File: config.mk
export PLATFORM = sky130hd
export DESIGN_NAME = tone_queue_sequencer
export DESIGN_NICKNAME = d
export VERILOG_FILES = /design/src/design/tqs_pkg.sv /design/src/design/tqs_front.sv /design/src/design/tqs_back.sv /design/src/design/tone_queue_sequencer.sv
export SDC_FILE = /design/constraint.sdc
export NUM_CORES = 1
export LEC_CHECK = 0
export BUFFER_PORTS_ARGS = -buffer_cell sky130_fd_sc_hd__buf_4
export CAP_MARGIN = 40
export CORE_UTILIZATION = 30
export CTS_BUF_LIST = sky130_fd_sc_hd__clkbuf_8
export CTS_CLUSTER_SIZE = 25
export DETAILED_ROUTE_END_ITERATION = 6
export GPL_TIMING_DRIVEN = 0
export PLACE_DENSITY_LB_ADDON = 0.12
export SLEW_MARGIN = 10
export SYNTH_ARGS = -nofsm -noshare
export SYNTH_HDL_FRONTEND = slang
export SYNTH_SLANG_ARGS = --single-unit
File: constraint.sdc
create_clock -name clk -period 14.7 [get_ports clk]
set_clock_uncertainty 0.15 [all_clocks]
set_input_delay 2.205 -clock clk [delete_from_list [all_inputs] [get_ports clk]]
set_output_delay 2.205 -clock clk [all_outputs]
set_load 0.1 [all_outputs]
File: src/design/tqs_pkg.sv
`timescale 1ns / 1ps
// tqs_pkg: shared types, constants and helper functions for the tone queue sequencer.
// No dependencies; used by every module of the block.
package tqs_pkg;

    localparam int RING_DEPTH = 8;
    localparam int RING_AW    = (RING_DEPTH > 1) ? $clog2(RING_DEPTH) : 1;

    localparam int CFG_IDX_W  = 1;
    localparam int CFG_DATA_W = 8;

    localparam logic [CFG_IDX_W-1:0] CFG_PITCH_OFFSET = 1'd0;
    localparam logic [CFG_IDX_W-1:0] CFG_LENGTH_SCALE = 1'd1;

    localparam logic OP_TICK = 1'b0;
    localparam logic OP_PLAY = 1'b1;

    localparam logic [1:0] KIND_TICK  = 2'd0;
    localparam logic [1:0] KIND_MAIN  = 2'd1;
    localparam logic [1:0] KIND_VARIO = 2'd2;

    typedef struct packed {
        logic              opcode;
        logic [7:0]        freq;
        logic [7:0]        length;
        logic [7:0]        pause;
        logic [3:0]        repeat_count;
        logic              preempt;
        logic              vario;
        logic signed [7:0] freq_step;
    } item_t;

    typedef struct packed {
        logic       sound_on;
        logic [7:0] tone_freq;
        logic       dropped;
        logic       queue_empty;
    } result_t;

    typedef struct packed {
        logic [7:0] pitch_offset;
        logic [3:0] length_scale;
    } cfg_regs_t;

    typedef struct packed {
        logic [1:0] kind;
        logic [7:0] freq;
        logic [7:0] length;
        logic [7:0] pause;
        logic [3:0] repeat_count;
        logic       preempt;
        logic [7:0] step;
    } cmd_t;

    typedef struct packed {
        logic [7:0] freq;
        logic [7:0] length;
        logic [7:0] pause;
        logic [3:0] repeat_count;
        logic [7:0] step;
    } ring_entry_t;

    // Reciprocal of (1 - s) in 0.16 fixed point, rounded up; exact floor for 8-bit lengths.
    function automatic logic [15:0] scale_recip(input logic [3:0] s);
        logic [15:0] r;
        unique case (s)
            4'hF:    r = 16'd32768;
            4'hE:    r = 16'd21846;
            4'hD:    r = 16'd16384;
            4'hC:    r = 16'd13108;
            4'hB:    r = 16'd10923;
            4'hA:    r = 16'd9363;
            4'h9:    r = 16'd8192;
            4'h8:    r = 16'd7282;
            default: r = 16'd0;
        endcase
        return r;
    endfunction

    function automatic logic [RING_AW-1:0] next_ptr(input logic [RING_AW-1:0] p);
        logic [RING_AW-1:0] n;
        if (p == RING_AW'(RING_DEPTH - 1))
        begin
            n = '0;
        end
        else
        begin
            n = p + RING_AW'(1);
        end
        return n;
    endfunction

endpackage

File: src/design/tqs_front.sv
`timescale 1ns / 1ps
// tqs_front: accepts input items, classifies them, applies pitch offset and length scaling to
// main play items only, and holds all items in a two-entry command queue. Depends on tqs_pkg.
module tqs_front
(
    input  logic              clk,
    input  logic              rst_n,
    input  logic              push,
    output logic              full,
    input  tqs_pkg::item_t    item,
    input  tqs_pkg::cfg_regs_t cfg,
    output logic              cmd_valid,
    input  logic              cmd_ready,
    output tqs_pkg::cmd_t     cmd
);

    tqs_pkg::cmd_t q_reg [2];
    logic          rd_reg;
    logic          rd_next;
    logic          wr_reg;
    logic          wr_next;
    logic [1:0]    cnt_reg;
    logic [1:0]    cnt_next;

    logic          push_ok;
    logic          pop_ok;
    logic [15:0]   recip;
    logic [3:0]    mul_factor;
    logic [23:0]   div_prod;
    logic [11:0]   mul_prod;
    logic [7:0]    scaled_len;
    tqs_pkg::cmd_t cmd_in;

    assign full      = (cnt_reg == 2'd2);
    assign cmd_valid = (cnt_reg != 2'd0);
    assign cmd       = q_reg[rd_reg];
    assign push_ok   = push && !full;
    assign pop_ok    = cmd_valid && cmd_ready;

    assign recip      = tqs_pkg::scale_recip(cfg.length_scale);
    assign mul_factor = cfg.length_scale + 4'd1;
    assign div_prod   = 24'(item.length) * 24'(recip);
    assign mul_prod   = 12'(item.length) * 12'(mul_factor);

    always_comb
    begin
        priority if (cfg.length_scale[3])
        begin
            scaled_len = div_prod[23:16];
        end
        else if (cfg.length_scale != 4'd0)
        begin
            scaled_len = mul_prod[7:0];
        end
        else
        begin
            scaled_len = item.length;
        end
    end

    always_comb
    begin
        cmd_in.pause        = item.pause;
        cmd_in.repeat_count = item.repeat_count;
        cmd_in.preempt      = item.preempt;
        cmd_in.step         = item.freq_step;
        priority if (item.opcode == tqs_pkg::OP_TICK)
        begin
            cmd_in.kind   = tqs_pkg::KIND_TICK;
            cmd_in.freq   = item.freq;
            cmd_in.length = item.length;
        end
        else if (item.vario)
        begin
            cmd_in.kind   = tqs_pkg::KIND_VARIO;
            cmd_in.freq   = item.freq;
            cmd_in.length = item.length;
        end
        else
        begin
            cmd_in.kind   = tqs_pkg::KIND_MAIN;
            cmd_in.freq   = item.freq + cfg.pitch_offset;
            cmd_in.length = scaled_len;
        end
    end

    always_comb
    begin
        rd_next  = pop_ok ? ~rd_reg : rd_reg;
        wr_next  = push_ok ? ~wr_reg : wr_reg;
        cnt_next = cnt_reg + 2'(push_ok) - 2'(pop_ok);
    end

    always_ff @(posedge clk or negedge rst_n)
    begin
        if (!rst_n)
        begin
            rd_reg  <= 1'b0;
            wr_reg  <= 1'b0;
            cnt_reg <= 2'd0;
        end
        else
        begin
            rd_reg  <= rd_next;
            wr_reg  <= wr_next;
            cnt_reg <= cnt_next;
        end
    end

    always_ff @(posedge clk)
    begin
        if (push_ok)
        begin
            q_reg[wr_reg] <= cmd_in;
        end
    end

endmodule

File: src/design/tqs_back.sv
`timescale 1ns / 1ps
// tqs_back: tone state, ring queue of pending tones and the two-entry result queue.
// Executes one command per cycle while the result queue has room. Depends on tqs_pkg.
module tqs_back
(
    input  logic              clk,
    input  logic              rst_n,
    input  logic              cmd_valid,
    output logic              cmd_ready,
    input  tqs_pkg::cmd_t     cmd,
    output logic              empty,
    input  logic              pop,
    output tqs_pkg::result_t  result
);

    logic [7:0] cur_freq_reg,      cur_freq_next;
    logic [7:0] cur_time_left_reg, cur_time_left_next;
    logic [7:0] cur_pause_reg,     cur_pause_next;
    logic [7:0] cur_step_reg,      cur_step_next;
    logic [7:0] vario_freq_reg,    vario_freq_next;
    logic [7:0] vario_time_reg,    vario_time_next;
    logic [7:0] vario_pause_reg,   vario_pause_next;
    logic [tqs_pkg::RING_AW-1:0] rp_reg, rp_next;
    logic [tqs_pkg::RING_AW-1:0] wp_reg, wp_next;

    tqs_pkg::ring_entry_t ring_reg [tqs_pkg::RING_DEPTH];
    tqs_pkg::ring_entry_t rd_entry;
    tqs_pkg::ring_entry_t ring_wdata;
    logic [tqs_pkg::RING_AW-1:0] ring_waddr;
    logic                        ring_we;

    tqs_pkg::result_t res_q_reg [2];
    logic             res_rd_reg, res_rd_next;
    logic             res_wr_reg, res_wr_next;
    logic [1:0]       res_cnt_reg, res_cnt_next;
    tqs_pkg::result_t res_in;

    logic                        fire;
    logic                        res_pop;
    logic                        start;
    logic [3:0]                  flags;
    logic [tqs_pkg::RING_AW-1:0] base;
    logic [tqs_pkg::RING_AW-1:0] nx;

    assign cmd_ready = (res_cnt_reg != 2'd2);
    assign fire      = cmd_valid && cmd_ready;
    assign empty     = (res_cnt_reg == 2'd0);
    assign result    = res_q_reg[res_rd_reg];
    assign res_pop   = pop && !empty;
    assign rd_entry  = ring_reg[rp_reg];

    assign start = cmd.preempt || ((cur_time_left_reg == 8'd0) && (rp_reg == wp_reg));
    assign flags = start ? cmd.repeat_count : (cmd.repeat_count + 4'd1);
    assign base  = start ? rp_reg : wp_reg;
    assign nx    = tqs_pkg::next_ptr(base);

    always_comb
    begin
        cur_freq_next      = cur_freq_reg;
        cur_time_left_next = cur_time_left_reg;
        cur_pause_next     = cur_pause_reg;
        cur_step_next      = cur_step_reg;
        vario_freq_next    = vario_freq_reg;
        vario_time_next    = vario_time_reg;
        vario_pause_next   = vario_pause_reg;
        rp_next            = rp_reg;
        wp_next            = wp_reg;
        ring_we            = 1'b0;
        ring_waddr         = wp_reg;
        ring_wdata         = rd_entry;
        res_in             = '0;

        if (fire)
        begin
            unique case (cmd.kind)
                tqs_pkg::KIND_VARIO:
                begin
                    vario_freq_next  = cmd.freq;
                    vario_time_next  = cmd.length;
                    vario_pause_next = cmd.pause;
                end
                tqs_pkg::KIND_MAIN:
                begin
                    if (start)
                    begin
                        cur_freq_next      = cmd.freq;
                        cur_time_left_next = cmd.length;
                        cur_pause_next     = cmd.pause;
                        cur_step_next      = cmd.step;
                        wp_next            = rp_reg;
                    end
                    if (flags != 4'd0)
                    begin
                        if (nx != rp_reg)
                        begin
                            ring_we                 = 1'b1;
                            ring_waddr              = base;
                            ring_wdata.freq         = cmd.freq;
                            ring_wdata.length       = cmd.length;
                            ring_wdata.pause        = cmd.pause;
                            ring_wdata.repeat_count = flags - 4'd1;
                            ring_wdata.step         = cmd.step;
                            wp_next                 = nx;
                        end
                        else
                        begin
                            res_in.dropped = 1'b1;
                        end
                    end
                end
                default:
                begin
                    priority if (cur_time_left_reg != 8'd0)
                    begin
                        if (cur_freq_reg != 8'd0)
                        begin
                            res_in.sound_on  = 1'b1;
                            res_in.tone_freq = cur_freq_reg;
                        end
                        cur_time_left_next = cur_time_left_reg - 8'd1;
                        cur_freq_next      = cur_freq_reg + cur_step_reg;
                    end
                    else if (cur_pause_reg != 8'd0)
                    begin
                        cur_pause_next = cur_pause_reg - 8'd1;
                    end
                    else if (rp_reg != wp_reg)
                    begin
                        cur_freq_next      = rd_entry.freq;
                        cur_time_left_next = rd_entry.length;
                        cur_step_next      = rd_entry.step;
                        cur_pause_next     = rd_entry.pause;
                        if (rd_entry.repeat_count == 4'd0)
                        begin
                            rp_next = tqs_pkg::next_ptr(rp_reg);
                        end
                        else
                        begin
                            ring_we                 = 1'b1;
                            ring_waddr              = rp_reg;
                            ring_wdata.repeat_count = rd_entry.repeat_count - 4'd1;
                        end
                    end
                    else if (vario_time_reg != 8'd0)
                    begin
                        if (vario_freq_reg != 8'd0)
                        begin
                            res_in.sound_on  = 1'b1;
                            res_in.tone_freq = vario_freq_reg;
                        end
                        vario_time_next = vario_time_reg - 8'd1;
                    end
                    else if (vario_pause_reg != 8'd0)
                    begin
                        vario_pause_next = vario_pause_reg - 8'd1;
                    end
                end
            endcase
        end

        res_in.queue_empty = (rp_next == wp_next);
    end

    always_comb
    begin
        res_rd_next  = res_pop ? ~res_rd_reg : res_rd_reg;
        res_wr_next  = fire ? ~res_wr_reg : res_wr_reg;
        res_cnt_next = res_cnt_reg + 2'(fire) - 2'(res_pop);
    end

    always_ff @(posedge clk or negedge rst_n)
    begin
        if (!rst_n)
        begin
            cur_freq_reg      <= 8'd0;
            cur_time_left_reg <= 8'd0;
            cur_pause_reg     <= 8'd0;
            cur_step_reg      <= 8'd0;
            vario_freq_reg    <= 8'd0;
            vario_time_reg    <= 8'd0;
            vario_pause_reg   <= 8'd0;
            rp_reg            <= '0;
            wp_reg            <= '0;
            res_rd_reg        <= 1'b0;
            res_wr_reg        <= 1'b0;
            res_cnt_reg       <= 2'd0;
        end
        else
        begin
            cur_freq_reg      <= cur_freq_next;
            cur_time_left_reg <= cur_time_left_next;
            cur_pause_reg     <= cur_pause_next;
            cur_step_reg      <= cur_step_next;
            vario_freq_reg    <= vario_freq_next;
            vario_time_reg    <= vario_time_next;
            vario_pause_reg   <= vario_pause_next;
            rp_reg            <= rp_next;
            wp_reg            <= wp_next;
            res_rd_reg        <= res_rd_next;
            res_wr_reg        <= res_wr_next;
            res_cnt_reg       <= res_cnt_next;
        end
    end

    always_ff @(posedge clk)
    begin
        if (ring_we)
        begin
            ring_reg[ring_waddr] <= ring_wdata;
        end
    end

    always_ff @(posedge clk)
    begin
        if (fire)
        begin
            res_q_reg[res_wr_reg] <= res_in;
        end
    end

endmodule

File: src/design/tone_queue_sequencer.sv
`timescale 1ns / 1ps
// tone_queue_sequencer: top level; holds the configuration registers and joins
// tqs_front and tqs_back. Depends on tqs_pkg, tqs_front, tqs_back.
//
//  channel   handshake            payload
//  input     push / full          item   (tqs_pkg::item_t)
//  result    empty / pop          result (tqs_pkg::result_t)
//  config    cfg_valid/cfg_ready  cfg_index, cfg_data
//
// An item enters the two-entry command queue at the accepting edge; at its head the
// back end executes it and registers its result into the result queue, from which
// it shows on the result ports. One item per cycle is sustained while pop keeps up.
// Reset clears all control state at once; the ring contents need no clearing.
// A full result queue stalls the back end, which in turn raises full.
module tone_queue_sequencer
(
    input  logic                               clk,
    input  logic                               rst_n,
    input  logic                               push,
    output logic                               full,
    input  tqs_pkg::item_t                     item,
    output logic                               empty,
    input  logic                               pop,
    output tqs_pkg::result_t                   result,
    input  logic                               cfg_valid,
    output logic                               cfg_ready,
    input  logic [tqs_pkg::CFG_IDX_W-1:0]      cfg_index,
    input  logic [tqs_pkg::CFG_DATA_W-1:0]     cfg_data
);

    tqs_pkg::cfg_regs_t cfg_reg;
    tqs_pkg::cfg_regs_t cfg_next;
    logic               cmd_valid;
    logic               cmd_ready;
    tqs_pkg::cmd_t      cmd;

    assign cfg_ready = 1'b1;

    always_comb
    begin
        cfg_next = cfg_reg;
        if (cfg_valid && cfg_ready)
        begin
            unique case (cfg_index)
                tqs_pkg::CFG_PITCH_OFFSET: cfg_next.pitch_offset = cfg_data[7:0];
                tqs_pkg::CFG_LENGTH_SCALE: cfg_next.length_scale = cfg_data[3:0];
                default:                   cfg_next = cfg_reg;
            endcase
        end
    end

    always_ff @(posedge clk or negedge rst_n)
    begin
        if (!rst_n)
        begin
            cfg_reg <= '0;
        end
        else
        begin
            cfg_reg <= cfg_next;
        end
    end

    tqs_front u_front
    (
        .clk       (clk),
        .rst_n     (rst_n),
        .push      (push),
        .full      (full),
        .item      (item),
        .cfg       (cfg_reg),
        .cmd_valid (cmd_valid),
        .cmd_ready (cmd_ready),
        .cmd       (cmd)
    );

    tqs_back u_back
    (
        .clk       (clk),
        .rst_n     (rst_n),
        .cmd_valid (cmd_valid),
        .cmd_ready (cmd_ready),
        .cmd       (cmd),
        .empty     (empty),
        .pop       (pop),
        .result    (result)
    );

endmodule

==> metrics <==
reg-to-reg slack, setup=7.70 ns; sequential area share after synthesis=53.9%; Initial Utilization=30.4%; pin count of the biggest net entering global routing=49; Final setup viols=0; FF+latch area=13500 sq um; cell taking the most area after synthesis=edfxtp_1; Worst EP arrival=7.56 ns; max FFs per register=288; Hold Violations, Final=0; Skew-Pair Late Insertion Delay=0.71 ns; Post-Syn Area=25000 sq um; count of input and output buffers=63; Post-CTS Setup Repair Bufs=0; clock buffer depth=3; Least-Margin Pin Slew=0.909 ns; post_cts resized=0; Sink Count=462; Seq cells post-synth=462; Worst VDD drop=182 uV; filler cell count=8018; wire length per cell=21.9 um; Die W=291 um; most frequent cells in the layout=388 x edfxtp_1, 183 x inv_1, 123 x nand2_1, 120 x buf_4, 100 x mux2i_1; initial DRC count=945; vias in the first global route=16900; initial antenna violation count=1; first-pass GRT wire length=107000 um; clock slew at reported path FFs=0.05 ns; grt ovf=0; fmax=138 MHz; Synth warnings=0; hold path depth=1; status=finished with violations; worst hold start=u_back.res_wr_reg; post-route ant nets=0; RR Startpoint=cfg_reg[0]; Leakage=11.5 nW; Rel. slew slack=37.7%; chip height=291 um; RSZ-0062 raised after global routing=false; Multi-input gate area=10600 sq um; CTS tree=built; Post-synth ARST share=16.0%; Post-Syn Area per Cell=13.5 sq um; cell count after synthesis=1861; Post-Route WL=70800 um; Crit Path Category=in2reg; Placement Rows=105; CP Max Fanout=10; first-pass iteration count of the detailed router=7; Main synth FF type=edfxtp_1; Max Cap Violations=0; Post-Syn Nets=2094; main area contributors after synthesis=edfxtp_1 47%, fa_1 7.5%, dfrtp_1 7.4%; period utilisation layout=49.4%; die area=84600 sq um; Post-synth EDFFs=388; Final #Nets=2324; layout cell share with drive strength beyond 1=20.1%; reg2reg end=u_front.q_reg[0][27]; PD cells=177 nW/um^2; dpl hpwl=53200 um; setup TNS=0 ns; Core Region=82400 sq um; final weighted congestion in routability-driven placement=0.818; CP Capture Type=flip-flop; Final Critical Period=7.26 ns; worst hold path endpoint=u_back.res_wr_reg; CTS Root Buffer Type=clkbuf_8; Worst Hold Class=reg2reg; Via Count=16000; crit path launch type=input pin; DRC viols=1; Ports=67; Max H-tree Level=3; # hold bufs at CTS=0; worst path required time=15.00 ns; Area Overhead vs Synth=16.8%; cts bufs inserted=80; vias per cell=4.97; Overall Global Routing Usage=16.9%; Synth top area share=46.5%; violated checks=design-rule violations; Final Max Slew Viols=0; Total Power=0.00517 W; most common cell after layout, fill and taps aside=edfxtp_1; distinct cell type count of the synthesized netlist=83; FF-to-FF path depth=24
## routing by layer
metal | vias to the layer above | GRT usage [%] | share of wire, %
met4 | 0 | 6.17 | 2.9
li1 | 7350 | - | -
met3 | 111 | 2.34 | 4.1
met2 | 377 | 27.5 | 48
met1 | 8211 | 23.0 | 45
met5 | - | 0 | 0
## synth_stat cells, drive strengths merged, types with 8 or more instances
cell type / n
a21oi: 79
buf: 33
and3: 29
nor4: 18
dfrtp: 74
edfxtp: 388
fa: 94
o22ai: 13
mux2: 44
and2: 72
nand4: 10
mux4: 72
clkbuf: 53
nand2: 123
a21o: 11
xnor2: 41
nor2: 72
nor3: 29
mux2i: 101
nor2b: 13
ha: 86
o221ai: 8
o21ai: 66
a22oi: 18
o21bai: 9
inv: 156
xor2: 11
nand2b: 9
nand3: 24
a211oi: 12
o211ai: 9
## logic make-up after synthesis
group                    Yosys count  synth area share [%]
AO/OA/AOI/OAI                    277                  7.13
XOR/XNOR                          52                  1.88
adder cells (fa/ha/maj)          180                  11.8
buffers and inverters            244                  3.90
flip-flops                       462                  53.9
multiplexers                     217                  12.5
other                              1                0.0150
AND/OR/NAND/NOR                  428                  8.79
## layout make-up
cell class | instances | share of cell area, %
Sequential cell | 462 | 46.2
Multi-Input combinational cell | 1155 | 36.3
Tap cell | 1070 | 4.58
Clock buffer | 89 | 4.19
Timing Repair Buffer | 148 | 4.04
Inverter | 158 | 2.03
Clock inverter | 61 | 1.33
Buffer | 86 | 1.32
Antenna cell | 1 | 0.00856
## stage by stage
stage	std cells	area [sq um]	setup slack [ns]	hold WS, ns	utilization [%]
after floorplan	1861	25000	7.14	0.310	-
after global placement	2994	26800	0.762	0.323	32.6
after detailed placement	3077	27600	6.81	0.330	33.5
after CTS	3227	29200	7.52	0.370	35.5
after global routing	3230	29200	7.24	0.396	35.5
final	3230	29200	7.44	0.360	35.5
## worst max-delay path: stages
cell,delay (ns)
buf_4,0.08
clkbuf_1,0.42
clkbuf_1,0.57
and2_1,0.34
fa_1,0.47
fa_1,0.47
fa_1,0.43
fa_1,0.47
ha_1,0.31
a21o_1,0.16
a21oi_1,0.29
o221ai_1,0.15
o21ba_2,0.36
o211ai_1,0.15
a31o_2,0.29
xnor2_1,0.12
o21ai_0,0.24
## worst max path at each step
stage,end,depth (start not counted),slack [ns],startpoint
2_1_floorplan,u_back.ring_reg[2][0],16,7.14,u_front.rd_reg
3_3_place_gp,u_back.ring_reg[4][5],13,0.76,u_front.rd_reg
3_5_place_dp,u_front.q_reg[0][27],17,6.81,item[26]
4_1_cts,u_front.q_reg[0][27],17,7.52,item[26]
5_1_grt,u_front.q_reg[1][28],17,7.24,item[26]
6_report,u_front.q_reg[0][27],17,7.44,item[26]
## power breakdown
part | switching, W | internal [W] | leakage (nW) | total (W)
clock | 0.000558 | 0.000620 | 0.934 | 0.00118
combinational | 0.00140 | 0.000694 | 6.13 | 0.00209
sequential | 0.000108 | 0.00179 | 4.42 | 0.00190
total | 0.00206 | 0.00310 | 11.5 | 0.00517
Power figures use the tool's default switching activity.
